===== config.mk =====
export PLATFORM = sky130hd
export DESIGN_NAME = humidity_sensor_measure_scheduler
export DESIGN_NICKNAME = d
export VERILOG_FILES = /design/src/hsms_pkg.sv /design/src/humidity_sensor_measure_scheduler.sv
export VERILOG_INCLUDE_DIRS = /design/src /design/src/src
export SDC_FILE = /design/constraint.sdc
export NUM_CORES = 2
export LEC_CHECK = 0
export BUFFER_PORTS_ARGS = -buffer_cell sky130_fd_sc_hd__buf_4
export CORE_MARGIN = 4
export CORE_UTILIZATION = 35
export DETAILED_ROUTE_END_ITERATION = 10
export GPL_ROUTABILITY_DRIVEN = 0
export GPL_TIMING_DRIVEN = 0
export HOLD_SLACK_MARGIN = 0.08
export MAX_ROUTING_LAYER = met4
export RECOVER_POWER = 25
export REMOVE_ABC_BUFFERS = 1
export SYNTH_ARGS = -nofsm -noshare
export SYNTH_HDL_FRONTEND = slang
export SYNTH_SLANG_ARGS = --single-unit

===== constraint.sdc =====
create_clock -name clk -period 8.2 [get_ports clk]
set_input_delay 1.23 -clock clk [delete_from_list [all_inputs] [get_ports clk]]
set_output_delay 1.23 -clock clk [all_outputs]
set_load 0.01 [all_outputs]

===== src/assert_macros.svh =====
// Assertion macros shared by the RTL of the measurement scheduler.
`ifndef ASSERT_MACROS_SVH
`define ASSERT_MACROS_SVH
`ifndef SYNTHESIS
// Same-cycle implication, disabled while reset is held.
`define ASSERT_IMPLIES(lbl, clk, rstn, ante, cons) \
  lbl: assert property (@(posedge clk) disable iff (!rstn) (ante) |-> (cons)) \
    else $error("same-cycle implication failed");
// Next-cycle implication, disabled while reset is held.
`define ASSERT_NEXT(lbl, clk, rstn, ante, cons) \
  lbl: assert property (@(posedge clk) disable iff (!rstn) (ante) |=> (cons)) \
    else $error("next-cycle implication failed");
`else
`define ASSERT_IMPLIES(lbl, clk, rstn, ante, cons)
`define ASSERT_NEXT(lbl, clk, rstn, ante, cons)
`endif
`endif


===== src/hsms_pkg.sv =====
// Types, codes and constants of the humidity sensor measurement scheduler.
`default_nettype none
package hsms_pkg;

  localparam int TIME_W = 32;
  localparam int CFG_W  = 16;
  localparam int CFG_IDX_W = 1;

  typedef logic [TIME_W-1:0] time_t;
  typedef logic [CFG_W-1:0]  ms16_t;

  // Event opcodes
  localparam logic [2:0] OP_TICK       = 3'd0;
  localparam logic [2:0] OP_TRIGGER    = 3'd1;
  localparam logic [2:0] OP_DISABLE    = 3'd2;
  localparam logic [2:0] OP_SET_IVAL   = 3'd3;
  localparam logic [2:0] OP_WRITE_DONE = 3'd4;
  localparam logic [2:0] OP_READ_DONE  = 3'd5;

  // Bus requests
  localparam logic [1:0] ACT_NONE  = 2'd0;
  localparam logic [1:0] ACT_START = 2'd1;
  localparam logic [1:0] ACT_READ  = 2'd2;

  // Configuration register indexes
  localparam logic [CFG_IDX_W-1:0] REG_RETRY_DELAY  = 1'b0;
  localparam logic [CFG_IDX_W-1:0] REG_MEASURE_WAIT = 1'b1;

  localparam ms16_t RETRY_DELAY_RST  = 16'd2000;
  localparam ms16_t MEASURE_WAIT_RST = 16'd80;

  localparam logic [7:0] ERROR_MARK = 8'hFF;

  // Unsigned Q0.24 scale factors
  localparam int RAW_W   = 20;
  localparam int TEMP_KW = 19;
  localparam int HUM_KW  = 18;
  localparam logic [TEMP_KW-1:0] TEMP_K = 19'd320445;
  localparam logic [HUM_KW-1:0]  HUM_K  = 18'd159384;
  localparam int FRAC_W = 24;

  localparam logic signed [14:0] TEMP_OFFSET = 15'sd5000;
  localparam logic [13:0]        HUM_MAX     = 14'd10000;

  // Wrapping time comparison: true once delay ms have passed since 'since'
  function automatic logic elapsed(input time_t now, input time_t since, input ms16_t delay);
    time_t diff;
    diff = now - since;
    return diff >= TIME_W'(delay);
  endfunction

endpackage
`default_nettype wire


===== src/humidity_sensor_measure_scheduler.sv =====
// Measurement scheduler: event decode, phase sequencing and raw-data conversion.
//
// Usage:
//   Input channel (in_valid / in_stall) carries one event per transfer: a 1 ms
//   tick, a manual trigger, disable-auto, set-interval, write done or read done,
//   with the six raw read bytes for read done. Every event yields exactly one
//   result on the output channel (out_valid / out_stall): the bus request to
//   issue, an optional measurement in hundredths and the busy / error status.
//   Configuration (cfg_wr_en, cfg_index, cfg_wdata) sets the retry delay
//   (index 0) and the measurement wait (index 1); write only while idle.
// Timing:
//   An event is registered in the input register and is decoded, with the
//   state update and the two constant multiplies, into the output register;
//   one event is taken every cycle while the output is not stalled. The
//   state feedback through the event decode sets that rate.
// Reset (rst_n low, synchronous): phase idle, all timestamps zero, auto
//   trigger off, retry delay 2000 ms, wait 80 ms, both channels empty.
// Stall: a stalled result holds; the input register still takes one more
//   event, after which in_stall rises until the result is taken.
`default_nettype none
module humidity_sensor_measure_scheduler (
  input  wire                                   clk,
  input  wire                                   rst_n,
  input  wire                                   cfg_wr_en,
  input  wire  [hsms_pkg::CFG_IDX_W-1:0]        cfg_index,
  input  wire  [hsms_pkg::CFG_W-1:0]            cfg_wdata,
  input  wire                                   in_valid,
  output logic                                  in_stall,
  input  wire  [2:0]                            in_opcode,
  input  wire  [15:0]                           in_interval_ms,
  input  wire                                   in_keep_interval,
  input  wire                                   in_bus_ok,
  input  wire  [7:0]                            in_raw_status,
  input  wire  [7:0]                            in_raw_hum_high,
  input  wire  [7:0]                            in_raw_hum_mid,
  input  wire  [7:0]                            in_raw_shared,
  input  wire  [7:0]                            in_raw_temp_mid,
  input  wire  [7:0]                            in_raw_temp_low,
  output logic                                  out_valid,
  input  wire                                   out_stall,
  output logic [1:0]                            out_bus_action,
  output logic                                  out_result_valid,
  output logic signed [14:0]                    out_temperature_centi,
  output logic [13:0]                           out_humidity_centi,
  output logic                                  out_data_error,
  output logic                                  out_busy_res,
  output logic                                  out_in_error
);
  import hsms_pkg::*;
`include "assert_macros.svh"

  typedef enum logic [2:0] {PH_IDLE, PH_TRIG, PH_WAIT, PH_READ, PH_ERR} phase_t;

  // Configuration
  ms16_t retry_delay_r, measure_wait_r;

  // Scheduler state
  phase_t phase_r, phase_nxt;
  time_t  now_r, now_nxt;
  time_t  action_time_r, action_time_nxt;
  time_t  last_meas_r, last_meas_nxt;
  time_t  retry_mark_r, retry_mark_nxt;
  ms16_t  interval_r, interval_nxt;

  // Input register
  logic        in_valid_r;
  logic [2:0]  opcode_r;
  ms16_t       ival_r;
  logic        keep_r, ok_r;
  logic [7:0]  status_r, hum_high_r, hum_mid_r, shared_r, temp_mid_r, temp_low_r;

  // Output register
  logic              out_valid_r;
  logic [1:0]        act_r, act_nxt;
  logic              rvalid_r, rvalid_nxt;
  logic signed [14:0] temp_r, temp_nxt;
  logic [13:0]       hum_r, hum_nxt;
  logic              derr_r, derr_nxt;
  logic              busy_r, err_r;

  logic exec;
  logic in_take;

  // Conversion datapath
  logic [RAW_W-1:0]           raw_t, raw_h;
  logic [RAW_W+TEMP_KW-1:0]   t_prod;
  logic [RAW_W+HUM_KW-1:0]    h_prod;
  logic [14:0]                t_scaled;
  logic [13:0]                h_scaled;

  assign exec     = in_valid_r && (!out_valid_r || !out_stall);
  assign in_stall = in_valid_r && !exec;
  assign in_take  = in_valid && !in_stall;

  assign raw_t  = {shared_r[3:0], temp_mid_r, temp_low_r};
  assign raw_h  = {hum_high_r, hum_mid_r, shared_r[7:4]};
  assign t_prod = (RAW_W+TEMP_KW)'(raw_t) * (RAW_W+TEMP_KW)'(TEMP_K)
                  + ((RAW_W+TEMP_KW)'(1) << (FRAC_W-1));
  assign h_prod = (RAW_W+HUM_KW)'(raw_h) * (RAW_W+HUM_KW)'(HUM_K)
                  + ((RAW_W+HUM_KW)'(1) << (FRAC_W-1));
  assign t_scaled = t_prod[FRAC_W+14:FRAC_W];
  assign h_scaled = h_prod[FRAC_W+13:FRAC_W];

  always_comb begin
    phase_nxt       = phase_r;
    now_nxt         = now_r;
    action_time_nxt = action_time_r;
    last_meas_nxt   = last_meas_r;
    retry_mark_nxt  = retry_mark_r;
    interval_nxt    = interval_r;
    act_nxt         = ACT_NONE;
    rvalid_nxt      = 1'b0;
    derr_nxt        = 1'b0;
    temp_nxt        = '0;
    hum_nxt         = '0;
    case (opcode_r)
      OP_TICK: begin
        now_nxt = now_r + TIME_W'(1);
        if (phase_r == PH_ERR) begin
          if (elapsed(now_nxt, retry_mark_r, retry_delay_r)) begin
            phase_nxt      = PH_IDLE;
            retry_mark_nxt = now_nxt;
          end
        end else if (phase_r == PH_TRIG) begin
          phase_nxt       = PH_WAIT;
          action_time_nxt = now_nxt;
        end else begin
          if (phase_r == PH_WAIT && elapsed(now_nxt, action_time_r, measure_wait_r)) begin
            phase_nxt = PH_READ;
            act_nxt   = ACT_READ;
          end
          // auto trigger only from idle, after the wait check above
          if (interval_r != '0 && phase_r == PH_IDLE &&
              elapsed(now_nxt, last_meas_r, interval_r)) begin
            phase_nxt       = PH_TRIG;
            action_time_nxt = now_nxt;
            act_nxt         = ACT_START;
          end
        end
      end
      OP_TRIGGER: begin
        if (!keep_r) interval_nxt = ival_r;
        phase_nxt       = PH_TRIG;
        action_time_nxt = now_r;
        act_nxt         = ACT_START;
      end
      OP_DISABLE: begin
        interval_nxt = '0;
        phase_nxt    = PH_IDLE;
      end
      OP_SET_IVAL: begin
        if (!keep_r) interval_nxt = ival_r;
      end
      OP_WRITE_DONE: begin
        if (!ok_r && (phase_r == PH_TRIG || phase_r == PH_WAIT)) phase_nxt = PH_ERR;
      end
      OP_READ_DONE: begin
        if (phase_r == PH_READ) begin
          if (ok_r) begin
            rvalid_nxt = 1'b1;
            if (status_r == ERROR_MARK) begin
              derr_nxt = 1'b1;
            end else begin
              temp_nxt = $signed(t_scaled) - TEMP_OFFSET;
              hum_nxt  = (h_scaled > HUM_MAX) ? HUM_MAX : h_scaled;
            end
            last_meas_nxt = now_r;
            phase_nxt     = PH_IDLE;
          end else begin
            phase_nxt = PH_ERR;
          end
        end
      end
      default: ;
    endcase
  end

  always_ff @(posedge clk) begin
    if (!rst_n) begin
      retry_delay_r  <= RETRY_DELAY_RST;
      measure_wait_r <= MEASURE_WAIT_RST;
      phase_r        <= PH_IDLE;
      now_r          <= '0;
      action_time_r  <= '0;
      last_meas_r    <= '0;
      retry_mark_r   <= '0;
      interval_r     <= '0;
      in_valid_r     <= 1'b0;
      out_valid_r    <= 1'b0;
    end else begin
      if (cfg_wr_en) begin
        case (cfg_index)
          REG_RETRY_DELAY:  retry_delay_r  <= cfg_wdata;
          REG_MEASURE_WAIT: measure_wait_r <= cfg_wdata;
          default: ;
        endcase
      end
      if (in_take) begin
        in_valid_r <= 1'b1;
      end else if (exec) begin
        in_valid_r <= 1'b0;
      end
      if (exec) begin
        phase_r       <= phase_nxt;
        now_r         <= now_nxt;
        action_time_r <= action_time_nxt;
        last_meas_r   <= last_meas_nxt;
        retry_mark_r  <= retry_mark_nxt;
        interval_r    <= interval_nxt;
        out_valid_r   <= 1'b1;
      end else if (!out_stall) begin
        out_valid_r <= 1'b0;
      end
    end
    // payload: hold until the next transfer
    if (in_take) begin
      opcode_r   <= in_opcode;
      ival_r     <= in_interval_ms;
      keep_r     <= in_keep_interval;
      ok_r       <= in_bus_ok;
      status_r   <= in_raw_status;
      hum_high_r <= in_raw_hum_high;
      hum_mid_r  <= in_raw_hum_mid;
      shared_r   <= in_raw_shared;
      temp_mid_r <= in_raw_temp_mid;
      temp_low_r <= in_raw_temp_low;
    end
    if (exec) begin
      act_r    <= act_nxt;
      rvalid_r <= rvalid_nxt;
      temp_r   <= temp_nxt;
      hum_r    <= hum_nxt;
      derr_r   <= derr_nxt;
      busy_r   <= (phase_nxt != PH_IDLE);
      err_r    <= (phase_nxt == PH_ERR);
    end
  end

  assign out_valid             = out_valid_r;
  assign out_bus_action        = act_r;
  assign out_result_valid      = rvalid_r;
  assign out_temperature_centi = temp_r;
  assign out_humidity_centi    = hum_r;
  assign out_data_error        = derr_r;
  assign out_busy_res          = busy_r;
  assign out_in_error          = err_r;

  `ASSERT_IMPLIES(a_hum_clamped, clk, rst_n, out_valid_r, hum_r <= HUM_MAX)
  `ASSERT_IMPLIES(a_err_is_busy, clk, rst_n, out_valid_r && err_r, busy_r)
  `ASSERT_IMPLIES(a_meas_idle, clk, rst_n, out_valid_r && rvalid_r, act_r == ACT_NONE && !busy_r)
  `ASSERT_NEXT(a_err_tracks_phase, clk, rst_n, exec, err_r == (phase_r == PH_ERR))
  `ASSERT_NEXT(a_busy_tracks_phase, clk, rst_n, exec, busy_r == (phase_r != PH_IDLE))

endmodule
`default_nettype wire

# Word level (Yosys, flattened, before mapping)
# Index checks and enable logic that the tools add are counted.
dict set report totals {
  regBits 285
}
dict set report op_classes {
  muxes 27
  reduce_logical 33
  n_mul 2
  addsub 7
  eq_ne 15
  magnitude_cmp 4
  n_bitwise 4
}
# cell n
set ops {}
lappend ops {{32-bit by 16-bit >= comparator with 1-bit output} 3}
lappend ops {{32-bit two-way mux} 3}
lappend ops {{32-bit subtractor} 3}
lappend ops {{32-bit one-hot mux with 2 select lines} 1}
lappend ops {{39-bit by 24-bit adder with 39-bit output (second input constant)} 1}
lappend ops {{20-bit by 19-bit multiplier with 39-bit output (second input constant)} 1}
lappend ops {{38-bit by 24-bit adder with 38-bit output (second input constant)} 1}
lappend ops {{20-bit by 15-bit multiplier with 35-bit output (second input constant)} 1}
lappend ops {{32-bit by 1-bit adder with 32-bit output (second input constant)} 1}
lappend ops {{16-bit one-hot mux with 2 select lines} 1}
lappend ops {{3-bit two-way mux} 8}
lappend ops {{16-bit two-way mux} 1}
lappend ops {{16-bit nonzero test} 1}
lappend ops {{3-bit one-hot mux with 5 select lines} 1}
lappend ops {{15-bit by 14-bit subtractor with 15-bit output (second input constant)} 1}
lappend ops {{14-bit > comparator (second input constant)} 1}
lappend ops {{14-bit two-way mux} 1}
lappend ops {{3-bit by 2-bit == test with 1-bit output (second input constant)} 4}
lappend ops {{3-bit == test (second input constant)} 4}
lappend ops {{4-bit AND reduction} 3}
lappend ops {{8-bit == test (second input constant)} 1}
lappend ops {{2-bit two-way mux} 4}
lappend ops {{2-bit AND reduction} 4}
lappend ops {{1-bit logical AND} 7}
lappend ops {{other kinds (16)} 35}

# Depth between registers and ports, before layout
dict set report logic_depth {
  depth_word 10
  mapped_depth 27
}

# Worst setup path before layout
# Ideal clock, no wire load.
dict set report synth_path {
  path_type {reg-to-reg}
  startpoint {reg hum_high_r[0]}
  endpoint {reg hum_r[5] (netlist: out_humidity_centi[5]), data pin}
  period_less_slack_ns 7.070
  required_time_ns 7.928
  arrival_time_ns 6.799
  path_slack_ns 1.130
  n_path_buf 2
  stages_incl_launch_ff 25
  cell_sequence {edfxtp_1 -> fa_1 -> inv_1 -> fa_1 -> inv_1 -> fa_1 -> fa_1 -> inv_1 -> fa_1 -> inv_1 -> fa_1 -> ha_1 -> buf_2 -> a21oi_1 -> o21ai_0 -> a2111oi_0 -> a2111oi_2 -> a211oi_2 -> xor2_2 -> or3_4 -> nor4_2 -> xor2_1 -> nor4bb_1 -> buf_2 -> nor4_1}
}
dict set report synth_between {
  elab_chain_len 4
}
# item line
set synth_rtl {}
lappend synth_rtl {{start: declaration} humidity_sensor_measure_scheduler.sv:70} ;# logic [7:0] status_r, hum_high_r, hum_mid_r, shared_r, temp_mid_r, temp_low_r;
lappend synth_rtl {{start signal: assignment} humidity_sensor_measure_scheduler.sv:222} ;# hum_high_r <= in_raw_hum_high;
lappend synth_rtl {{20-bit by 15-bit multiplier with 35-bit output (*)} humidity_sensor_measure_scheduler.sv:99} ;# assign h_prod = (RAW_W+HUM_KW)'(raw_h) * (RAW_W+HUM_KW)'(HUM_K)
lappend synth_rtl {{38-bit by 24-bit adder with 38-bit output (*)} humidity_sensor_measure_scheduler.sv:100} ;# + ((RAW_W+HUM_KW)'(1) << (FRAC_W-1));
lappend synth_rtl {{14-bit > comparator} humidity_sensor_measure_scheduler.sv:165} ;# hum_nxt = (h_scaled > HUM_MAX) ? HUM_MAX : h_scaled;
lappend synth_rtl {{5-bit OR reduction (no line)} n/a}
lappend synth_rtl {{end signal: assignment} humidity_sensor_measure_scheduler.sv:232} ;# hum_r <= hum_nxt;
lappend synth_rtl {{end: declaration} humidity_sensor_measure_scheduler.sv:77} ;# logic [13:0] hum_r, hum_nxt;
# Every way passes the cells marked *; elsewhere a longest branch is shown, timed or not.
# A chain may end at the register's enable or synchronous reset.

# Worst setup path in the final report
dict set report layout_path {
  startpoint {reg hum_mid_r[6]}
  endpoint {reg hum_r[2] (netlist: out_humidity_centi[2]), data pin}
}
dict set report layout_between {
  elab_chain_len 4
}
# item line
set layout_rtl {}
lappend layout_rtl {{start: declaration} humidity_sensor_measure_scheduler.sv:70}
lappend layout_rtl {{start signal: assignment} humidity_sensor_measure_scheduler.sv:223} ;# hum_mid_r <= in_raw_hum_mid;
lappend layout_rtl {{20-bit by 15-bit multiplier with 35-bit output (*)} humidity_sensor_measure_scheduler.sv:99}
lappend layout_rtl {{38-bit by 24-bit adder with 38-bit output (*)} humidity_sensor_measure_scheduler.sv:100}
lappend layout_rtl {{14-bit > comparator} humidity_sensor_measure_scheduler.sv:165}
lappend layout_rtl {{5-bit OR reduction (no line)} n/a}
# Marked as above.

==> reports/metrics.cfg <==
[global_route]
grt_pass1_wl_um = 132000
met3_usage_pct = 2.57
grt_pass1_vias = 24800
grt-busiest-layer = met2
grtUsageMet2_pct = 29.2
grt_max_degree = 108
use_met1_pct = 22.5
grtUsageTotal_pct = 17.6
grt_overflow = 0
antenna_found_initial = 3

[route]
drt-pass1-iter-count = 5
finalWirelength_um = 81900
drt_iter0_drc = 1412
num_vias = 24900
drc = 0
vias_per_cell = 5.09
detail-route-antenna-nets = 0
wire_per_inst_um = 16.7

[worst_setup_path]
path_cells = fa_1 > inv_1 > fa_1 > fa_1 > inv_1 > fa_1 > fa_1 > inv_1 > fa_1 > inv_1 > ha_1 > a21oi_1 > o21ai_0 > a2111oi_4 > a2111oi_2 > a211oi_2 > xor2_2 > or3_4 > nor4_2 > xor2_1 > nor4bb_4 > nor4_1
path_depth = 22
worst_path_largest_cell_delay_ns = 0.57
crit_required_ns = 8.47
cp-end-kind = register
cp.arrival_ns = 7.95
crit_buf_inv = 4
cp_common_cell = fa_1
crit_fanout = 8
cp-start-kind = register
critical_path.top_delay_family = adder cells
reg2reg_depth = 22
worst_path_max_delay_cell = fa_1
critPathKind = reg2reg

[place]
hpwl_um = 67000
place_area_um2 = 34000
placedCellCount = 4824
io_buffers = 127

[floorplan]
dieArea_um2 = 96400
io_pins = 128
die_h_um = 310
rows = 110
fp.dieW_um = 310
initial_core_util_pct = 35.4
core_um2 = 90400

[pwr]
p_per_area_nw_per_um2 = 429
ir_drop_mv = 0.782
clkPwrFrac_pct = 10.7
swShare_pct = 51.3
intPower_mw = 7.35
p_seq_share_pct = 10.4
switching_power_mw = 7.76
leakagePower_nw = 15.9
pwr-share-comb_pct = 78.9

[clock_network]
cts-root-buf = clkbuf_16
cts_buffers = 36
clock_sinks = 285
cts_tree = built
clockBufferDepth = 3
htreeDepth = 2
clkSlewWorstSetupHoldPaths_ns = 0.06
postCtsHoldBufs = 0
clk_latency_ns = 0.59

[timing]
fin_crit_ns = 7.68
final.setup.tns_ns = 0
hold_viol_final = 0
clock_skew_ns = 0.0338
max_slew_margin_pct = -45.7
hold_slack_ns = 0.453
worst_pin_slew_ns = 2.19
finalSetupViolations = 0
maxSlewViolCount = 110
period_share_pct = 93.6
fmax_ghz = 0.130

[logic_synthesis]
yosysSeqAreaShare_pct = 21.1
syn-cell-area_um2 = 32000
synth-seq-cells = 285
yosysTopAreaCell = ha_1
ys.warnings.count = 0
synth_area_leaders = ha_1 17%, fa_1 17%, dfxtp_1 11%
synth_area_per_cell_um2 = 8.76
post-synth-top-count-cell = inv_1
synth_cell_types = 98
yosysTopAreaCellShare_pct = 17.3
synth_common_cells = 598 x inv_1, 444 x ha_1, 344 x nand2_1, 271 x fa_1, 266 x a21oi_1
synth_enable_flop_cells = 104
async_flop_share_pct = 0
syn-instance-count = 3657
synth_flop_cell = dfxtp_1

[layout]
nets = 4498
area_delta_synth_final_pct = 10.0
final_core_util_pct = 39.0
drive_gt1_share_pct = 6.80
final_area_um2 = 35200
final_cells = 4897

[worst_hold_path]
hold_path_class = reg2reg
holdPathStages = 2

[run]
maxCapViolCount = 3

[run_status]
status = finished, violations left
violations = max-capacitance violations, max-slew violations

==> sequential cells by signal, summed over array words and instances, names as in the netlist, 14 cells and up <==
register,flops
last_meas_r,32
action_time_r,32
measure_wait_r,16
out_humidity_centi,14
now_r,32
ival_r,16
out_temperature_centi,15
interval_r,16
retry_delay_r,16
retry_mark_r,32
==> logic make-up after synthesis <==
kind of cell,share of synthesized area (%)
simple gates,14.8
compound gates,14.7
xor+xnor,5.06
mux,1.14
flops,21.1
buf+inv,9.02
fa+ha+maj,34.3
==> cell usage in the layout, fill, tap and decap left out, types with 32 or more instances in the layout <==
cell	Yosys	final
fa_1	271	271
xnor2_1	100	100
dfxtp_1	181	181
nand3_1	89	89
a211oi_1	57	57
a21o_1	52	52
a21oi_1	266	266
nand2_1	344	343
nor3_1	74	72
mux2i_1	32	32
xor2_1	78	78
nor2_1	194	194
edfxtp_1	104	104
o21ai_0	119	119
ha_1	444	444
clkbuf_4	0	60
nand4_1	50	50
inv_1	598	596
buf_4	5	61
clkbuf_16	0	37
o211ai_1	44	44
==> cell type report <==
| cell class | instances | area (um2) |
|---|---|---|
| diodes | 3 | 7.51 |
| clock inverters | 16 | 161 |
| multi-input cells | 2629 | 22500 |
| flip-flops and latches | 285 | 6750 |
| repair buffers | 142 | 1130 |
| well taps | 1176 | 1470 |
| fillers | 9150 | 55200 |
| clock buffers | 48 | 1010 |
| inverters | 598 | 2250 |
==> worst paths after layout <==
check	startpoint	end	slack, ns
max reg2reg	hum_mid_r[6]	out_humidity_centi[2]	0.52
min reg2reg	last_meas_r[15]	last_meas_r[15]	0.45
max	hum_mid_r[6]	out_humidity_centi[2]	0.52
min	last_meas_r[15]	last_meas_r[15]	0.45
==> worst reg2reg max path, delay by kind of cell (launching register included) <==
kind,cells,cell delay (ns)
AOI/OAI and AO/OA,5,1.44
and+or+nand+nor,4,1.28
DFF,1,0.55
xor gates and xnor gates,2,0.40
adders and majority gates,7,3.51
buffers and inverters,4,0.22
==> power by group through the flow <==
stage | sequential [mW] | clock, mW | combinational (mW)
2_1_floorplan | 1.58 | 0 | 8.98
3_3_place_gp | 1.61 | 0 | 11.5
3_5_place_dp | 1.60 | 0 | 11.6
4_1_cts | 1.57 | 1.67 | 11.8
5_1_grt | 1.58 | 1.72 | 13.5
6_report | 1.57 | 1.61 | 11.9
==> per-stage QoR <==
stage | power, mW | setup WS [ns]
3_5_place_dp | 13.2 | -0.289
5_1_grt | 16.8 | -0.0276
6_report | 15.1 | 0.523
2_1_floorplan | 10.6 | 0.400
4_1_cts | 15.0 | 0.133
3_3_place_gp | 13.1 | -0.745
==> metal layers <==
layer	vias to the layer above	wire length (um)
met2	389	38900
met5	-	0
li1	12500	-
met1	11900	37400
met4	0	2280
met3	98	3230
==> timing repair <==
item                       in CTS  in global routing
setup buffers                   0                  5
hold endpoints to repair        0                  0
setup endpoints to repair       8                 30
pin swaps                       0                  1
resized for setup               2                  8
(Power assumes the default switching activity.)
